===== config.mk =====
export PLATFORM = sky130hd
export DESIGN_NAME = cfrb_ctrl
export DESIGN_NICKNAME = d
export VERILOG_FILES = /design/src/rtl/cfrb_pkg.sv /design/src/rtl/cfrb_ctrl.sv
export SDC_FILE = /design/constraint.sdc
export NUM_CORES = 1
export LEC_CHECK = 0
export BUFFER_PORTS_ARGS = -buffer_cell sky130_fd_sc_hd__buf_2
export CORE_ASPECT_RATIO = 1.1
export CORE_MARGIN = 1
export CORE_UTILIZATION = 51
export DETAILED_ROUTE_END_ITERATION = 10
export HOLD_SLACK_MARGIN = 0.03
export PLACE_DENSITY_LB_ADDON = 0.3
export SYNTH_ARGS = -nofsm -noshare
export SYNTH_HDL_FRONTEND = slang
export SYNTH_SLANG_ARGS = --single-unit

===== constraint.sdc =====
create_clock -name clk_i -period 3.7 [get_ports clk_i]
set_clock_uncertainty 0.05 [all_clocks]
set_input_delay 0.74 -clock clk_i [delete_from_list [all_inputs] [get_ports clk_i]]
set_output_delay 0.74 -clock clk_i [all_outputs]
set_load 0.005 [all_outputs]

===== src/rtl/cfrb_pkg.sv =====
// Shared types, codes and reset values for the command frame ring buffer.
`timescale 1ns / 1ps
`default_nettype none

package cfrb_pkg;

  localparam int unsigned DEPTH_DEFAULT = 1024;
  localparam int unsigned CFG_IDX_W     = 8;
  localparam int unsigned CFG_DATA_W    = 10;
  localparam int unsigned FILL_W        = 10;

  typedef enum logic [1:0] {
    CMD_PUSH = 2'd0,
    CMD_POP  = 2'd1,
    CMD_POLL = 2'd2
  } cmd_e;

  typedef enum logic [1:0] {
    STS_OK    = 2'd0,
    STS_FULL  = 2'd1,
    STS_EMPTY = 2'd2
  } status_e;

  localparam logic [CFG_IDX_W-1:0] REG_START_CODE     = 8'd0;
  localparam logic [CFG_IDX_W-1:0] REG_END_CODE       = 8'd1;
  localparam logic [CFG_IDX_W-1:0] REG_ESCAPE_CODE    = 8'd2;
  localparam logic [CFG_IDX_W-1:0] REG_OVERFLOW_LIMIT = 8'd3;

  localparam logic [7:0]        START_CODE_RST     = 8'd2;
  localparam logic [7:0]        END_CODE_RST       = 8'd3;
  localparam logic [7:0]        ESCAPE_CODE_RST    = 8'd27;
  localparam logic [FILL_W-1:0] OVERFLOW_LIMIT_RST = 10'd768;

  typedef struct packed {
    cmd_e       cmd;
    logic [7:0] data_in;
  } in_item_t;

  typedef struct packed {
    status_e           status;
    logic [7:0]        data_out;
    logic              command_ready;
    logic [FILL_W-1:0] fill_level;
  } out_item_t;

  typedef struct packed {
    logic [7:0]        start_code;
    logic [7:0]        end_code;
    logic [7:0]        escape_code;
    logic [FILL_W-1:0] overflow_limit;
  } cfg_t;

endpackage

`default_nettype wire


===== src/rtl/cfrb_ctrl.sv =====
// Sequencer for push, pop and frame poll, with the pointers and the output register.
`timescale 1ns / 1ps
`default_nettype none

module cfrb_ctrl #(
  parameter int unsigned DEPTH = cfrb_pkg::DEPTH_DEFAULT,
  parameter int unsigned AW    = $clog2(DEPTH)
) (
  input  wire logic                clk_i,
  input  wire logic                rst_ni,
  input  wire cfrb_pkg::cfg_t      cfg_i,
  input  wire logic                in_valid_i,
  output logic                     in_ready_o,
  input  wire cfrb_pkg::in_item_t  in_data_i,
  output logic                     out_valid_o,
  input  wire logic                out_ready_i,
  output cfrb_pkg::out_item_t      out_data_o,
  output logic                     mem_we_o,
  output logic [AW-1:0]            mem_waddr_o,
  output logic [7:0]               mem_wdata_o,
  output logic                     mem_re_o,
  output logic [AW-1:0]            mem_raddr_o,
  input  wire logic [7:0]          mem_rdata_i
);

  typedef enum logic [5:0] {
    ST_IDLE    = 6'b000001,
    ST_POP     = 6'b000010,
    ST_SCAN    = 6'b000100,
    ST_CHK_ESC = 6'b001000,
    ST_CHK_END = 6'b010000,
    ST_RESP    = 6'b100000
  } state_e;

  localparam logic [AW:0]   DEPTH_X = (AW + 1)'(DEPTH);
  localparam logic [AW-1:0] LAST    = AW'(DEPTH - 1);

  state_e              state_q, state_d;
  logic [AW-1:0]       wptr_q, wptr_d, rptr_q, rptr_d;
  logic                wrap_q, wrap_d;
  logic                rd_ok_q, rd_ok_d;
  logic                out_valid_q, out_valid_d;
  cfrb_pkg::out_item_t out_q, out_d;
  cfrb_pkg::status_e   res_status_q, res_status_d;
  logic [7:0]          res_data_q, res_data_d;
  logic                res_ready_q, res_ready_d;

  logic [AW-1:0] wptr_inc, rptr_inc, wptr_m1, wptr_m2, fill;
  logic [AW:0]   wptr_m1_x, wptr_m2_x, fill_x;
  logic [31:0]   fill_32;
  logic          full, empty;
  logic [7:0]    rd_byte;

  assign wptr_inc  = (wptr_q == LAST) ? '0 : wptr_q + 1'b1;
  assign rptr_inc  = (rptr_q == LAST) ? '0 : rptr_q + 1'b1;
  assign wptr_m1_x = (wptr_q >= AW'(1)) ? {1'b0, wptr_q} - (AW + 1)'(1)
                                        : {1'b0, wptr_q} + DEPTH_X - (AW + 1)'(1);
  assign wptr_m2_x = (wptr_q >= AW'(2)) ? {1'b0, wptr_q} - (AW + 1)'(2)
                                        : {1'b0, wptr_q} + DEPTH_X - (AW + 1)'(2);
  assign wptr_m1   = wptr_m1_x[AW-1:0];
  assign wptr_m2   = wptr_m2_x[AW-1:0];
  assign fill_x    = (wptr_q >= rptr_q) ? {1'b0, wptr_q} - {1'b0, rptr_q}
                                        : {1'b0, wptr_q} + DEPTH_X - {1'b0, rptr_q};
  assign fill      = fill_x[AW-1:0];
  assign fill_32   = 32'(fill);
  assign full      = (wptr_inc == rptr_q);
  assign empty     = (wptr_q == rptr_q);

  // Entries that were never written since reset read as zero.
  assign rd_byte = rd_ok_q ? mem_rdata_i : 8'd0;

  assign in_ready_o  = (state_q == ST_IDLE);
  assign out_valid_o = out_valid_q;
  assign out_data_o  = out_q;

  always_comb begin
    state_d      = state_q;
    wptr_d       = wptr_q;
    rptr_d       = rptr_q;
    wrap_d       = wrap_q;
    res_status_d = res_status_q;
    res_data_d   = res_data_q;
    res_ready_d  = res_ready_q;
    out_d        = out_q;
    out_valid_d  = out_valid_q;
    mem_we_o     = 1'b0;
    mem_waddr_o  = wptr_q;
    mem_wdata_o  = in_data_i.data_in;
    mem_re_o     = 1'b0;
    mem_raddr_o  = rptr_q;

    if (out_valid_q && out_ready_i) begin
      out_valid_d = 1'b0;
    end

    unique case (state_q)
      ST_IDLE: begin
        if (in_valid_i) begin
          res_status_d = cfrb_pkg::STS_OK;
          res_data_d   = 8'd0;
          res_ready_d  = 1'b0;
          state_d      = ST_RESP;
          unique case (in_data_i.cmd)
            cfrb_pkg::CMD_PUSH: begin
              if (full) begin
                res_status_d = cfrb_pkg::STS_FULL;
              end else begin
                mem_we_o = 1'b1;
                wptr_d   = wptr_inc;
                if (wptr_q == LAST) begin
                  wrap_d = 1'b1;
                end
              end
            end
            cfrb_pkg::CMD_POP: begin
              if (empty) begin
                res_status_d = cfrb_pkg::STS_EMPTY;
              end else begin
                mem_re_o = 1'b1;
                state_d  = ST_POP;
              end
            end
            cfrb_pkg::CMD_POLL: begin
              if (!empty) begin
                mem_re_o = 1'b1;
                state_d  = ST_SCAN;
              end
            end
            default: begin
              state_d = ST_RESP;
            end
          endcase
        end
      end
      ST_POP: begin
        res_data_d = rd_byte;
        rptr_d     = rptr_inc;
        state_d    = ST_RESP;
      end
      ST_SCAN: begin
        if (rd_byte == cfg_i.start_code) begin
          mem_re_o    = 1'b1;
          mem_raddr_o = wptr_m2;
          state_d     = ST_CHK_ESC;
        end else begin
          rptr_d = rptr_inc;
          if (rptr_inc == wptr_q) begin
            state_d = ST_RESP;
          end else begin
            mem_re_o    = 1'b1;
            mem_raddr_o = rptr_inc;
          end
        end
      end
      ST_CHK_ESC: begin
        if (rd_byte == cfg_i.escape_code) begin
          state_d = ST_RESP;
        end else begin
          mem_re_o    = 1'b1;
          mem_raddr_o = wptr_m1;
          state_d     = ST_CHK_END;
        end
      end
      ST_CHK_END: begin
        if (rd_byte == cfg_i.end_code) begin
          res_ready_d = 1'b1;
        end else if (fill_32 > 32'(cfg_i.overflow_limit)) begin
          rptr_d = wptr_q;
        end
        state_d = ST_RESP;
      end
      ST_RESP: begin
        if (!out_valid_q || out_ready_i) begin
          out_d.status        = res_status_q;
          out_d.data_out      = res_data_q;
          out_d.command_ready = res_ready_q;
          out_d.fill_level    = fill_32[cfrb_pkg::FILL_W-1:0];
          out_valid_d         = 1'b1;
          state_d             = ST_IDLE;
        end
      end
      default: begin
        state_d = ST_IDLE;
      end
    endcase
  end

  assign rd_ok_d = wrap_q || (mem_raddr_o < wptr_q);

  always_ff @(posedge clk_i or negedge rst_ni) begin
    if (!rst_ni) begin
      state_q     <= ST_IDLE;
      wptr_q      <= '0;
      rptr_q      <= '0;
      wrap_q      <= 1'b0;
      out_valid_q <= 1'b0;
    end else begin
      state_q     <= state_d;
      wptr_q      <= wptr_d;
      rptr_q      <= rptr_d;
      wrap_q      <= wrap_d;
      out_valid_q <= out_valid_d;
    end
  end

  always_ff @(posedge clk_i) begin
    res_status_q <= res_status_d;
    res_data_q   <= res_data_d;
    res_ready_q  <= res_ready_d;
    out_q        <= out_d;
    if (mem_re_o) begin
      rd_ok_q <= rd_ok_d;
    end
  end

endmodule

`default_nettype wire


==> After elaboration in Yosys (flattened, before gate mapping) <==
Cells that the tools add are included.
{ "classes": {"addsub": 9, "magnitude_cmp": 5, "n_eq_ne": 23, "muxes": 45, "n_bitwise": 1, "reduce_logical": 18} }
{ "op_table": {"columns": ["cell", "n"], "rows": [
  ["$mux W10", 11],
  ["$mux W6", 7],
  ["$add A10 B1 Y10 const B", 3],
  ["$eq A10 B10 Y1", 3],
  ["$pmux W10 S3", 1],
  ["$pmux W6 S5", 1],
  ["$eq A8 B8 Y1", 3],
  ["$eq A10 B10 Y1 const B", 2],
  ["$pmux W10 S2", 1],
  ["$sub A10 B1 Y10 const B", 2],
  ["$sub A10 B10 Y10", 2],
  ["$sub A10 B2 Y10 const B", 2],
  ["$mux W1", 16],
  ["$mux W8", 2],
  ["$pmux W8 S2", 1],
  ["$ne A2 B2 Y1 const B", 6],
  ["$pmux W6 S2", 1],
  ["$ge A10 B1 Y1 const B", 1],
  ["$ge A10 B10 Y1", 1],
  ["$ge A10 B2 Y1 const B", 1],
  ["$gt A10 B10 Y1", 1],
  ["$lt A10 B10 Y1", 1],
  ["$reduce_and A4 Y1", 2],
  ["$eq A6 B1 Y1 const B", 1],
  ["other kinds (23)", 29]
]} }
{ "totals": {"regBits": 61, "out_inout_bits": 53} }

==> Depth between registers and ports, before layout <==
Gate-level depths: netlist of the first run.
{ "depth": {"ltp_word": 8, "mapped_depth": 21, "ltp_nobuf": 19} }

==> Least setup slack after synthesis of the first run <==
Ideal clock, no wire load.
{ "synth_timing": {"path_kind": "input to register", "startpoint": "in mem_rdata_i[6]", "endpoint": "reg rd_ok_q, data pin", "setup_time_ps": 130, "arrival_ps": 3690, "required_time_ps": 3520, "setup_slack_ps": -169, "cell_stages": 16, "cell_sequence": "clkbuf_1 > o21a_1 > or3_1 > a32oi_2 > nand2_2 > o21ai_0 > o221ai_1 > o211ai_1 > ha_1 > a21o_1 > a21o_1 > a21oi_1 > o21ai_0 > a21o_1 > a21oi_1 > o22a_1"} }
{ "synth_between": {"elab_chain_cells": 6} }
{ "synth_rtl": {"columns": ["item", "line_no", "text"], "rows": [
  ["start: declaration", "cfrb_ctrl.sv:23", "input wire logic [7:0] mem_rdata_i"],
  ["$mux W8 *", "cfrb_ctrl.sv:70", "assign rd_byte = rd_ok_q ? mem_rdata_i : 8'd0;"],
  ["$eq A8 B8 Y1 (on tied branches)", "cfrb_ctrl.sv:156, cfrb_ctrl.sv:141", null],
  ["$mux W10 (on tied branches)", "cfrb_ctrl.sv:156, cfrb_ctrl.sv:141", null],
  ["$pmux W10 S2 *", "cfrb_ctrl.sv:96", "unique case (state_q)"],
  ["via mem_raddr_o[3]", "cfrb_ctrl.sv:22", "output logic [AW-1:0] mem_raddr_o,"],
  ["$lt A10 B10 Y1 *", "cfrb_ctrl.sv:188", "assign rd_ok_d = wrap_q || (mem_raddr_o < wptr_q);"],
  ["$logic_or A1 B1 Y1 *", "cfrb_ctrl.sv:188", null],
  ["via rd_ok_d", "cfrb_ctrl.sv:41", "logic rd_ok_q, rd_ok_d;"],
  ["end signal: assignment", "cfrb_ctrl.sv:212", "rd_ok_q <= rd_ok_d;"],
  ["end: declaration", "cfrb_ctrl.sv:41", null]
]} }
Mark *: on every way through the listed nets, which the timed path passes. The rest lies on a longest branch.
A chain may end at the register's enable or synchronous reset.

==> Worst setup path in the final report of the first run <==
{ "layout_timing": {"startpoint": "reg rptr_q[0]", "endpoint": "out mem_raddr_o[0]"} }
{ "layout_between": {"elab_chain_cells": 6} }
{ "layout_rtl": {"columns": ["item", "line_no", "text"], "rows": [
  ["start: declaration", "cfrb_ctrl.sv:39", "logic [AW-1:0] wptr_q, wptr_d, rptr_q, rptr_d;"],
  ["start signal: assignment", "cfrb_ctrl.sv:200", "rptr_q <= rptr_d;"],
  ["$add A10 B1 Y10 or $eq A10 B10 Y1 (tied branches)", "cfrb_ctrl.sv:55", "assign rptr_inc = (rptr_q == LAST) ? '0 : rptr_q + 1'b1;"],
  ["$mux W10", "cfrb_ctrl.sv:55", null],
  ["$eq A10 B10 Y1", "cfrb_ctrl.sv:147", "if (rptr_inc == wptr_q) begin"],
  ["$mux W10", "cfrb_ctrl.sv:147", null],
  ["$mux W10", "cfrb_ctrl.sv:141", "if (rd_byte == cfg_i.start_code) begin"],
  ["$pmux W10 S2 *", "cfrb_ctrl.sv:96", null],
  ["end: declaration", "cfrb_ctrl.sv:22", null]
]} }
Every way passes the cells marked *; elsewhere a longest branch is shown, timed or not.

==> results by group, run 1 <==
Outcome
  – Status: finished with violations
  – Failing checks: setup timing

Setup path
  – Worst Path Arrival: 3.02 ns
  – Critical path class: reg -> out
  – CP Launch Type: flip-flop
  – Endpoint class of the critical path: output port
  – Crit path max fanout: 9
  – WP data required: 2.91 ns

Logic synthesis
  – Area of the mapped netlist: 0.00560 mm²
  – XOR/XNOR Fraction of Synth Area: 6.57%
  – Adder-cell share of the synthesized area: 8.62%
  – Flops & latches, synth: 61
  – Synth Area in Simple Gates: 22.5%
  – Post-synth EDFFs: 33
  – Synth top area cells: edfxtp_1 (18%), dfrtp_1 (12%), ha_1 (8.3%)
  – Mean Syn Cell Area: 8.52 µm²
  – Register area share after synthesis: 30.2%
  – Top cell type's share of synthesized area: 17.7%
  – Proportion of synthesized area in mux cells: 0.916%
  – Post-synthesis compound-gate area fraction: 23.8%
  – Syn Inst Count: 658
  – Main combinational cell family by area after synthesis: compound AO/OA/AOI/OAI gates
  – Cell taking the most area after synthesis: edfxtp_1
  – Yosys warning count: 0
  – Syn Nets: 752
  – Asr flop ratio synth: 45.9%
  – Netlist cell types: 76
  – Main synth FF type: edfxtp_1

Drt
  – Via density: 6.24
  – Iteration-0 DRC Markers: 636
  – Wire per inst: 20.4 µm
  – Final WL: 20500 µm
  – # DRC: 0
  – Drt first pass iters: 5
  – Routed vias: 6255
  – Routed Antenna Nets: 0

Finish
  – Share of layout cells above drive strength 1: 37.6%
  – Sequential cell area: 0.00170 mm²
  – Final std cells w/o fill: 1003
  – Fill cells: 823
  – Area delta synth->final: 38.3%
  – N_diodes: 0
  – Fin nets: 949
  – Final core occ: 73.5%
  – Most frequent cells in the layout: buf_4 (128), buf_2 (91), nand2_1 (49)
  – Most common cell after layout, fill and taps aside: buf_4
  – Multi-input gate area: 0.00385 mm²

Placed design
  – Dpl ws: -0.210 ns
  – Inst Count DP: 954
  – Buffers added on ports: 92
  – DP HPWL: 15000 µm
  – Routability cong.: 0.978

GRT
  – Vias in the first global route: 6094
  – Antenna violations before repair: 0
  – Total gr overflow: 0
  – Global-route usage over all layers: 36.2%
  – Largest net degree at the start of global routing: 29
  – First-pass GRT wire length: 31400 µm

STA
  – Final setup margin: -0.112 ns
  – Unrepaired setup endpoints after global routing: yes
  – Hold WS: 0.368 ns
  – Pins Over Slew Limit: 0
  – Max frequency: 262 MHz
  – Final Cycle Share: 103%
  – Worst-Margin Slew: 0.706 ns
  – Hold Vio Cnt, Final: 0
  – Total negative slack: -0.728 ns
  – Tmin final: 3.81 ns
  – Setup-failing EPs final: 17
  – Max_slew headroom: 52.8%

Hold path
  – Worst Hold Class: reg -> reg

Power
  – Maximum vdd drop: 0.342 mV
  – Internal power: 2.31 mW
  – Switching power: 1.58 mW
  – Reg power frac: 23.2%
  – Clock network power share: 22.2%
  – Switching part of the total power: 40.6%
  – P_leak: 3.36 nW
  – Pwr dens: 502 mW/mm²
  – Logic pwr share: 54.6%

Die
  – Initial Util: 53.2%
  – Die W: 102 µm
  – Rows: 39
  – Overall die height: 112 µm
  – Die area: 0.0114 mm²
  – Core Area: 0.0105 mm²
  – Boundary Pins: 109

Clocking
  – Clk sink count: 61
  – Clock latency on the worst-skew pair: 0.34 ns
  – Total CTS buffers: 9
  – H-tree Lvls: 3
  – CTS Buffer Depth: 2
  – Worst-path clk slew: 0.06 ns
  – Clk root buf: clkbuf_16
  – CTS Hold Bufs: 0
  – CTS tree: built

Job
  – Max-cap violations: 0
## synthesized netlist by cell type (3+ instances only)
library cell,instances
o211ai_1,4
and3_1,4
nor2_1,51
o21a_1,7
o31ai_1,3
a21o_1,10
o22ai_1,15
a211o_1,6
dfrtp_1,27
a21oi_1,34
inv_1,39
nor3_1,17
a32oi_1,3
a22oi_1,10
nand3b_1,3
o32ai_1,4
mux2i_1,4
clkinv_1,3
xnor2_1,28
a211oi_1,7
o22a_1,4
a31oi_1,13
and2_1,15
and4_1,3
buf_4,12
ha_1,37
nand4b_1,9
nand4_1,16
nand3_1,21
nor4bb_1,4
xor2_1,14
edfxtp_1,33
or3_1,7
nand2_1,51
clkbuf_1,13
o21ai_0,39
buf_2,18
nor2b_1,14
a21boi_0,4
nor3b_1,5
## cells by family (layout without fill, tap and decap cells)
| logic type | after synthesis | count (layout) |
|---|---|---|
| simple gates | 233 | 233 |
| compound gates | 191 | 191 |
| buf+inv | 88 | 290 |
| flops | 61 | 61 |
| xor+xnor | 42 | 42 |
| fa+ha+maj | 38 | 38 |
| mux | 5 | 5 |
## what timing repair did
action	4_1_cts	5_1_grt
resized for setup	39	45
pin swaps	39	29
cloned	1	1
buffers inserted	22	11
setup endpoints to repair	22	23
## critical path, cell delays in order (launching register included)
cell,delay [ns]
dfrtp_2,0.44
ha_4,0.19
buf_4,0.18
a32oi_1,0.27
nand3_2,0.20
o32ai_4,0.32
o2111ai_4,0.20
buf_6,0.18
o22ai_4,0.16
buf_6,0.13
buf_6,0.09
a22oi_2,0.06
o211ai_1,0.11
buf_2,0.15
## power by group through the flow
stage               clock [mW]  sequential, mW  combinational, mW
floorplan                    0           0.922               1.04
global placement             0           0.903               1.69
detailed placement           0           0.907               1.73
CTS                      0.868           0.896               1.88
global route             0.899           0.910               2.29
finish                   0.864           0.902               2.13
## path summary, 6_finish.rpt
check                                       startpoint                       end  cells after the start  slack [ns]
max                              rptr_q[0]$_DFFE_PN0P_            mem_raddr_o[0]                     13       -0.11
min                        res_data_q[2]$_SDFFCE_PN0P_  out_data_o[13]$_DFFE_PP_                      0        0.37
max reg2reg                      rptr_q[0]$_DFFE_PN0P_         rd_ok_q$_DFFE_PP_                     16       -0.04
min reg2reg                res_data_q[2]$_SDFFCE_PN0P_  out_data_o[13]$_DFFE_PP_                      0        0.37
max in group asynchronous                       rst_ni     rptr_q[6]$_DFFE_PN0P_                      1        2.69
min in group asynchronous                       rst_ni    state_q[3]$_DFFE_PN0P_                      1        0.40
## final cells by class
cell class / count / share of cell area, %
Clock inverter: 7 / 0.937
Timing Repair Buffer: 232 / 20.2
Multi-Input combinational cell: 509 / 49.7
Clock buffer: 9 / 2.91
Inverter: 42 / 2.13
Sequential cell: 61 / 21.9
Tap cell: 143 / 2.31
## per-layer routing
layer	routed length (µm)	part of all wire [%]	GRT usage (%)
met5	0	0	0
met4	965	4.7	17.4
met3	1640	8.0	6.91
met2	9740	48	58.3
met1	8160	40	46.2
## sequential cells by signal, summed over array words and instances, names as in the netlist
register / count
state_q: 6
wrap_q: 1
mem_waddr_o: 10
rptr_q: 10
res_data_q: 8
res_ready_q: 1
rd_ok_q: 1
out_data_o: 21
res_status_q: 2
out_valid_o: 1
## stage by stage
stage | power (mW) | cell area [µm²]
2_1_floorplan | 1.96 | 5700
3_3_place_gp | 2.59 | 6870
3_5_place_dp | 2.64 | 6870
4_1_cts | 3.64 | 7460
5_1_grt | 4.10 | 7750
6_report | 3.89 | 7750
Note: power is estimated with default switching activity, not from simulation.
==> inputs of run 2 (changes only) <==
--- a/config.mk
+++ b/config.mk
@@ -8,10 +8,12 @@
 export BUFFER_PORTS_ARGS = -buffer_cell sky130_fd_sc_hd__buf_2
 export CORE_ASPECT_RATIO = 1.1
 export CORE_MARGIN = 1
-export CORE_UTILIZATION = 51
+export CORE_UTILIZATION = 53
+export CTS_BUF_LIST = sky130_fd_sc_hd__clkbuf_4
 export DETAILED_ROUTE_END_ITERATION = 10
 export HOLD_SLACK_MARGIN = 0.03
 export PLACE_DENSITY_LB_ADDON = 0.3
 export SYNTH_ARGS = -nofsm -noshare
 export SYNTH_HDL_FRONTEND = slang
 export SYNTH_SLANG_ARGS = --single-unit
+export TNS_END_PERCENT = 50
==> results by group, run 2 (synthesis gave the netlist of run 1 again) <==
Clocking
  – Clk root buf: clkbuf_4
  – Worst-path clk slew: 0.13 ns (+0.07 ns)
  – H-tree Lvls: 3 (unchanged)
  – Clk sink count: 61 (unchanged)
  – Clock latency on the worst-skew pair: 0.44 ns (+0.10 ns)
  – CTS tree: built
  – Total CTS buffers: 9 (unchanged)
  – CTS Hold Bufs: 0 (unchanged)
  – CTS Buffer Depth: 2 (unchanged)

Setup path
  – Critical path class: reg -> reg
  – WP data required: 3.96 ns (+1.05 ns)
  – R2R Path Start: rptr_q[1]$_DFFE_PN0P_
  – Worst Path Arrival: 4.25 ns (+1.23 ns)
  – Endpoint class of the critical path: flip-flop
  – CP Launch Type: flip-flop
  – RR Endpoint: rd_ok_q$_DFFE_PP_
  – Crit path max fanout: 9 (unchanged)
  – Reg2reg setup slack: -0.28 ns (-0.24 ns)
  – R2r worst-path depth: 18 (+2)

Die
  – Initial Util: 54.2% (+1.0 points)
  – Die W: 100 µm (-1.9%)
  – Boundary Pins: 109 (unchanged)
  – Die area: 0.0110 mm² (-3.7%)
  – Core Area: 0.0103 mm² (-1.9%)
  – Rows: 39 (unchanged)
  – Overall die height: 110 µm (-1.9%)

Finish
  – Fin nets: 942 (-0.74%)
  – Final core occ: 73.3% (-0.15 points)
  – Share of layout cells above drive strength 1: 37.2% (-0.40 points)
  – Area delta synth->final: 35.4%
  – Max reg flops: 21 (unchanged)
  – Most frequent cells in the layout: buf_4 (120), buf_2 (91), nand2_1 (50)
  – Most common cell after layout, fill and taps aside: buf_4
  – N_diodes: 0 (unchanged)
  – Final std cells w/o fill: 996 (-0.70%)

Drt
  – Drt first pass iters: 6 (+1)
  – Routed Antenna Nets: 0 (unchanged)
  – Final WL: 20400 µm (-0.57%)
  – Iteration-0 DRC Markers: 476 (-25%)
  – Wire per inst: 20.5 µm (+0.13%)
  – Via density: 6.19 (-0.81%)
  – Routed vias: 6161 (-1.5%)
  – # DRC: 0 (unchanged)

Placed design
  – Routability cong.: 0.994 (+1.6%)
  – Dpl ws: -0.210 ns (+0.000161 ns)
  – DP HPWL: 14900 µm (-0.44%)
  – Buffers added on ports: 92 (unchanged)
  – Inst Count DP: 957 (+0.31%)

STA
  – Setup-failing EPs final: 21 (+4)
  – Max_slew headroom: 47.3% (-5.5 points)
  – Tmin final: 3.98 ns (+0.173 ns)
  – Unrepaired setup endpoints after global routing: yes
  – Max frequency: 251 MHz (-4.3%)
  – Pins Over Slew Limit: 0 (unchanged)
  – Hold Vio Cnt, Final: 0 (unchanged)
  – Final Cycle Share: 108% (+4.7 points)
  – Final setup margin: -0.284 ns (-0.173 ns)
  – Worst-Margin Slew: 0.788 ns (+0.0824 ns)

Job
  – Max-cap violations: 0 (unchanged)

Outcome
  – Failing checks: setup timing
  – Status: finished with violations

GRT
  – Met1 usage: 44.6% (-1.6 points)
  – Routing usage on met3: 5.15% (-1.8 points)
  – Total gr overflow: 0 (unchanged)
  – Global-route usage over all layers: 35.7% (-0.54 points)
  – First-pass GRT wire length: 29500 µm (-6.1%)
  – Busiest grt layer: met2
  – Antenna violations before repair: 0 (unchanged)
  – Vias in the first global route: 5653 (-7.2%)
  – Met2 usage: 59.9% (+1.6 points)
  – Largest net degree at the start of global routing: 29 (unchanged)

Power
  – Maximum vdd drop: 0.309 mV (-9.5%)
  – P_leak: 3.30 nW (-1.7%)
  – Pwr dens: 469 mW/mm² (-6.6%)

Hold path
  – Worst Hold Class: in -> async
run 2: cell types whose count changed in the layout (fill, tap and decap cells not counted), moves of 4 or more:
cell / delta
ha_1: +4
buf_4: -8
ha_4: -4
clkbuf_4: +9
clkbuf_16: -9
o21ai_0: -4
run 2: area by class of cell:
type                    instances  area, µm²
clock buffers                   9       67.6
multi-input cells             509       3850
clock inverters                 7       98.8
repair buffers                225       1540
inverters                      42        159
flip-flops and latches         61       1700
well taps                     143        179
fillers                       810       2760
run 2: per-layer routing:
metal	part of all wire [%]	vias to the layer above
met1	40	2939
li1	-	2810
met4	4.8	0
met5	0	-
met2	48	331
met3	7.5	81
run 2: metrics by stage:
| stage | cell area (µm²) | TNS (ns) | hold WS [ns] | power (mW) |
|---|---|---|---|---|
| 2_1_floorplan | 5700 | -0.00352 | 0.350 | 1.96 |
| 3_3_place_gp | 6900 | -0.290 | 0.352 | 2.61 |
| 3_5_place_dp | 6900 | -1.44 | 0.355 | 2.65 |
| 4_1_cts | 7290 | -1.03 | 0.300 | 3.27 |
| 5_1_grt | 7590 | -5.77 | 0.334 | 3.76 |
| 6_report | 7590 | -3.00 | 0.283 | 3.56 |
run 2: worst max-delay path by stage:
stage / startpoint / to / slack (ns) / depth (start not counted)
final: rptr_q[1]$_DFFE_PN0P_ / rd_ok_q$_DFFE_PP_ / -0.28 / 18
after detailed placement: mem_rdata_i[0] / rd_ok_q$_DFFE_PP_ / -0.21 / 17
after global placement: mem_rdata_i[1] / rd_ok_q$_DFFE_PP_ / -0.17 / 17
after global routing: rptr_q[1]$_DFFE_PN0P_ / rd_ok_q$_DFFE_PP_ / -0.43 / 18
after floorplan: rptr_q[0]$_DFFE_PN0P_ / rd_ok_q$_DFFE_PP_ / -0.004 / 18
after CTS: rptr_q[1]$_DFFE_PN0P_ / mem_raddr_o[0] / -0.12 / 12
run 2: where the power goes:
group	internal (mW)	leakage (nW)	switching [mW]
registers	0.838	0.624	0.0573
logic	0.924	2.59	1.18
clock network	0.277	0.0865	0.289
run 2: critical path: stages, from the launching register on:
cell       delay [ns]
dfrtp_1          0.46
buf_4            0.24
and2_1           0.37
nand2_1          0.16
xnor2_1          0.16
o32ai_1          0.26
o2111ai_2        0.24
buf_4            0.20
a21oi_2          0.10
a21oi_1          0.05
o211ai_1         0.25
ha_1             0.29
a21o_1           0.16
a21o_1           0.18
a21oi_2          0.13
o21ai_1          0.08
a21o_1           0.20
a21oi_2          0.13
o22a_1           0.15
run 2: what timing repair did:
action,4_1_cts,5_1_grt
pin swaps,20,21
gates cloned,1,1
gates resized for setup,32,54
buffers inserted,13,10
setup endpoints to repair,23,23
==> inputs of run 3 (changes only) <==
--- a/config.mk
+++ b/config.mk
@@ -10,9 +10,12 @@
 export CORE_MARGIN = 1
 export CORE_UTILIZATION = 53
 export CTS_BUF_LIST = sky130_fd_sc_hd__clkbuf_4
+export CTS_CLUSTER_SIZE = 16
 export DETAILED_ROUTE_END_ITERATION = 10
 export HOLD_SLACK_MARGIN = 0.03
 export PLACE_DENSITY_LB_ADDON = 0.3
+export REMOVE_ABC_BUFFERS = 1
+export SKIP_LAST_GASP = 1
 export SYNTH_ARGS = -nofsm -noshare
 export SYNTH_HDL_FRONTEND = slang
 export SYNTH_SLANG_ARGS = --single-unit
==> results by group, run 3 (synthesis gave the netlist of run 1 again) <==
Setup path
  – Worst Path Arrival: 3.31 ns (-0.94 ns)
  – Worst path slowest cell: dfrtp_1
  – Cells along the critical path: buf_4, buf_6, and2_1, nand2_1, xnor2_1, nor3b_1, o2111ai_4, buf_6, o22ai_4, buf_6, a22oi_2, o211ai_1, buf_2
  – Most used cell, CP: buf_6
  – Buffers & Inverters on Critical Path: 5 (+3)
  – CP Launch Type: flip-flop
  – Family with the most delay on the worst path: simple AND/OR/NAND/NOR gates
  – Endpoint class of the critical path: output port
  – Worst path max stage delay: 0.42 ns (-0.04 ns)
  – Worst Setup SP: rptr_q[1]$_DFFE_PN0P_
  – Reg2reg setup slack: -0.28 ns (about the same)
  – Critical Path Stages: 13 (-5)
  – R2r worst-path depth: 19 (+1)
  – Critical path class: reg -> out
  – WP data required: 2.91 ns (-1.05 ns)
  – RR Endpoint: rd_ok_q$_DFFE_PP_
  – Crit path to: mem_raddr_o[0]
  – Crit path max fanout: 10 (+1)
  – R2R Path Start: rptr_q[1]$_DFFE_PN0P_

Drt
  – Routed Antenna Nets: 0 (unchanged)
  – Routed vias: 6121 (-0.65%)
  – Iteration-0 DRC Markers: 574 (+21%)
  – # DRC: 0 (unchanged)
  – Via density: 6.14 (-0.75%)
  – Wire per inst: 20.0 µm (-2.3%)
  – Drt first pass iters: 6 (unchanged)
  – Final WL: 19900 µm (-2.2%)

Finish
  – Fill cells: 873 (+7.8%)
  – Max reg flops: 21 (unchanged)
  – Multi-input gate area: 0.00370 mm² (-3.7%)
  – Area delta synth->final: 32.2%
  – Share of layout cells above drive strength 1: 34.0% (-3.2 points)
  – Most common cell after layout, fill and taps aside: buf_4
  – Final core occ: 71.6% (-1.7 points)
  – Most frequent cells in the layout: buf_4 (123), buf_2 (89), nand2_1 (50), nor2_1 (50), inv_1 (38)
  – Sequential cell area: 0.00169 mm² (-0.22%)
  – N_diodes: 0 (unchanged)
  – Fin nets: 943 (+0.11%)

Job
  – Max-cap violations: 0 (unchanged)

STA
  – Total negative slack: -5.94 ns (-2.94 ns)
  – Unrepaired setup endpoints after global routing: yes
  – Setup-failing EPs final: 23 (+9.5%)
  – Hold Vio Cnt, Final: 0 (unchanged)
  – Max frequency: 244 MHz (-2.7%)
  – Final Cycle Share: 111% (+3.0 points)
  – Max_slew headroom: 35.5% (-12 points)
  – Pins Over Slew Limit: 0 (unchanged)
  – Hold WS: 0.275 ns (-0.00852 ns)
  – Final setup margin: -0.396 ns (-0.111 ns)
  – Tmin final: 4.10 ns (+0.111 ns)
  – Worst-Margin Slew: 0.963 ns (+0.175 ns)

Power
  – Pwr dens: 452 mW/mm² (-3.7%)
  – Maximum vdd drop: 0.339 mV (+9.6%)
  – P_leak: 3.22 nW (-2.5%)
  – Pwr Total: 3.34 mW (-6.0%)

Hold path
  – Worst Hold Class: in -> async

GRT
  – Antenna violations before repair: 1 (+1)
  – Vias in the first global route: 5833 (+3.2%)
  – Global-route usage over all layers: 36.5% (+0.84 points)
  – First-pass GRT wire length: 30100 µm (+1.9%)
  – Largest net degree at the start of global routing: 29 (unchanged)
  – Total gr overflow: 0 (unchanged)

Clocking
  – H-tree Lvls: 3 (unchanged)
  – CTS Buffer Depth: 2 (unchanged)
  – Total CTS buffers: 9 (unchanged)
  – Clock latency on the worst-skew pair: 0.46 ns (+0.02 ns)
  – CTS Hold Bufs: 0 (unchanged)
  – Clk sink count: 61 (unchanged)
  – Worst-path clk slew: 0.14 ns (about the same)
  – CTS tree: built
  – Clk root buf: clkbuf_4

Die
  – Initial Util: 54.2% (unchanged)
  – Boundary Pins: 109 (unchanged)
  – Die area: 0.0110 mm² (unchanged)
  – Overall die height: 110 µm (unchanged)
  – Core Area: 0.0103 mm² (unchanged)
  – Die W: 100 µm (unchanged)
  – Rows: 39 (unchanged)

Placed design
  – DP HPWL: 15400 µm (+3.1%)
  – Dpl ws: -0.341 ns (-0.131 ns)
  – Routability cong.: 1.03 (+3.2%)
  – Buffers added on ports: 92 (unchanged)

Outcome
  – Failing checks: setup timing
  – Status: finished with violations
run 3: layout make-up:
cell class	instances	area share, %
sequential	61	22.9
clock buffer	9	0.912
timing repair buffer	226	20.6
multi-input combinational	509	50.0
inverter	42	2.13
clock inverter	7	1.10
tap	143	2.42
run 3: how the worst min path moves through the flow:
stage                                      from  slack, ns                        to  depth (start not counted)
finish                                   rst_ni       0.27        wrap_q$_DFFE_PN0P_                          1
global route                             rst_ni       0.30        wrap_q$_DFFE_PN0P_                          1
CTS                                      rst_ni       0.27    state_q[4]$_DFFE_PN0P_                          1
detailed placement  res_data_q[1]$_SDFFCE_PN0P_       0.35  out_data_o[12]$_DFFE_PP_                          0
global placement      res_status_q[1]$_DFFE_PP_       0.35  out_data_o[20]$_DFFE_PP_                          0
floorplan                 res_ready_q$_DFFE_PP_       0.35  out_data_o[10]$_DFFE_PP_                          0
run 3: per-stage QoR:
stage | cell area (µm²) | instances
after detailed placement | 6870 | 964
after floorplan | 5350 | 612
final | 7410 | 997
after CTS | 7240 | 990
after global routing | 7410 | 997
after global placement | 6870 | 964
run 3: timing repair:
| item | CTS | global route |
|---|---|---|
| setup endpoints to repair | 23 | 23 |
| setup buffers | 9 | 7 |
| gates resized for setup | 34 | 24 |
| cloned | 1 | 1 |
| pin swaps | 15 | 15 |
run 3: worst register-to-register path: cells and delay by family (launching register included):
kind / cells / cell delay (ns)
XOR/XNOR: 1 / 0.22
flip-flops: 1 / 0.42
adder cells (fa/ha/maj): 1 / 0.29
AND/OR/NAND/NOR: 3 / 0.80
buffers and inverters: 3 / 0.49
AO/OA/AOI/OAI: 11 / 1.60
run 3: where the power goes:
group	leakage [nW]	internal, mW	switching [mW]
registers	0.626	0.837	0.0720
logic	2.51	0.836	1.08
clock network	0.0775	0.214	0.305
run 3: layer usage:
metal	up-vias	part of all wire (%)	track usage, %	wire [µm]
met4	0	4.0	17.9	806
met5	-	0	0	0
met2	318	47	60.7	9360
met3	64	8.2	9.03	1640
li1	2816	-	-	-
met1	2923	41	44.2	8130
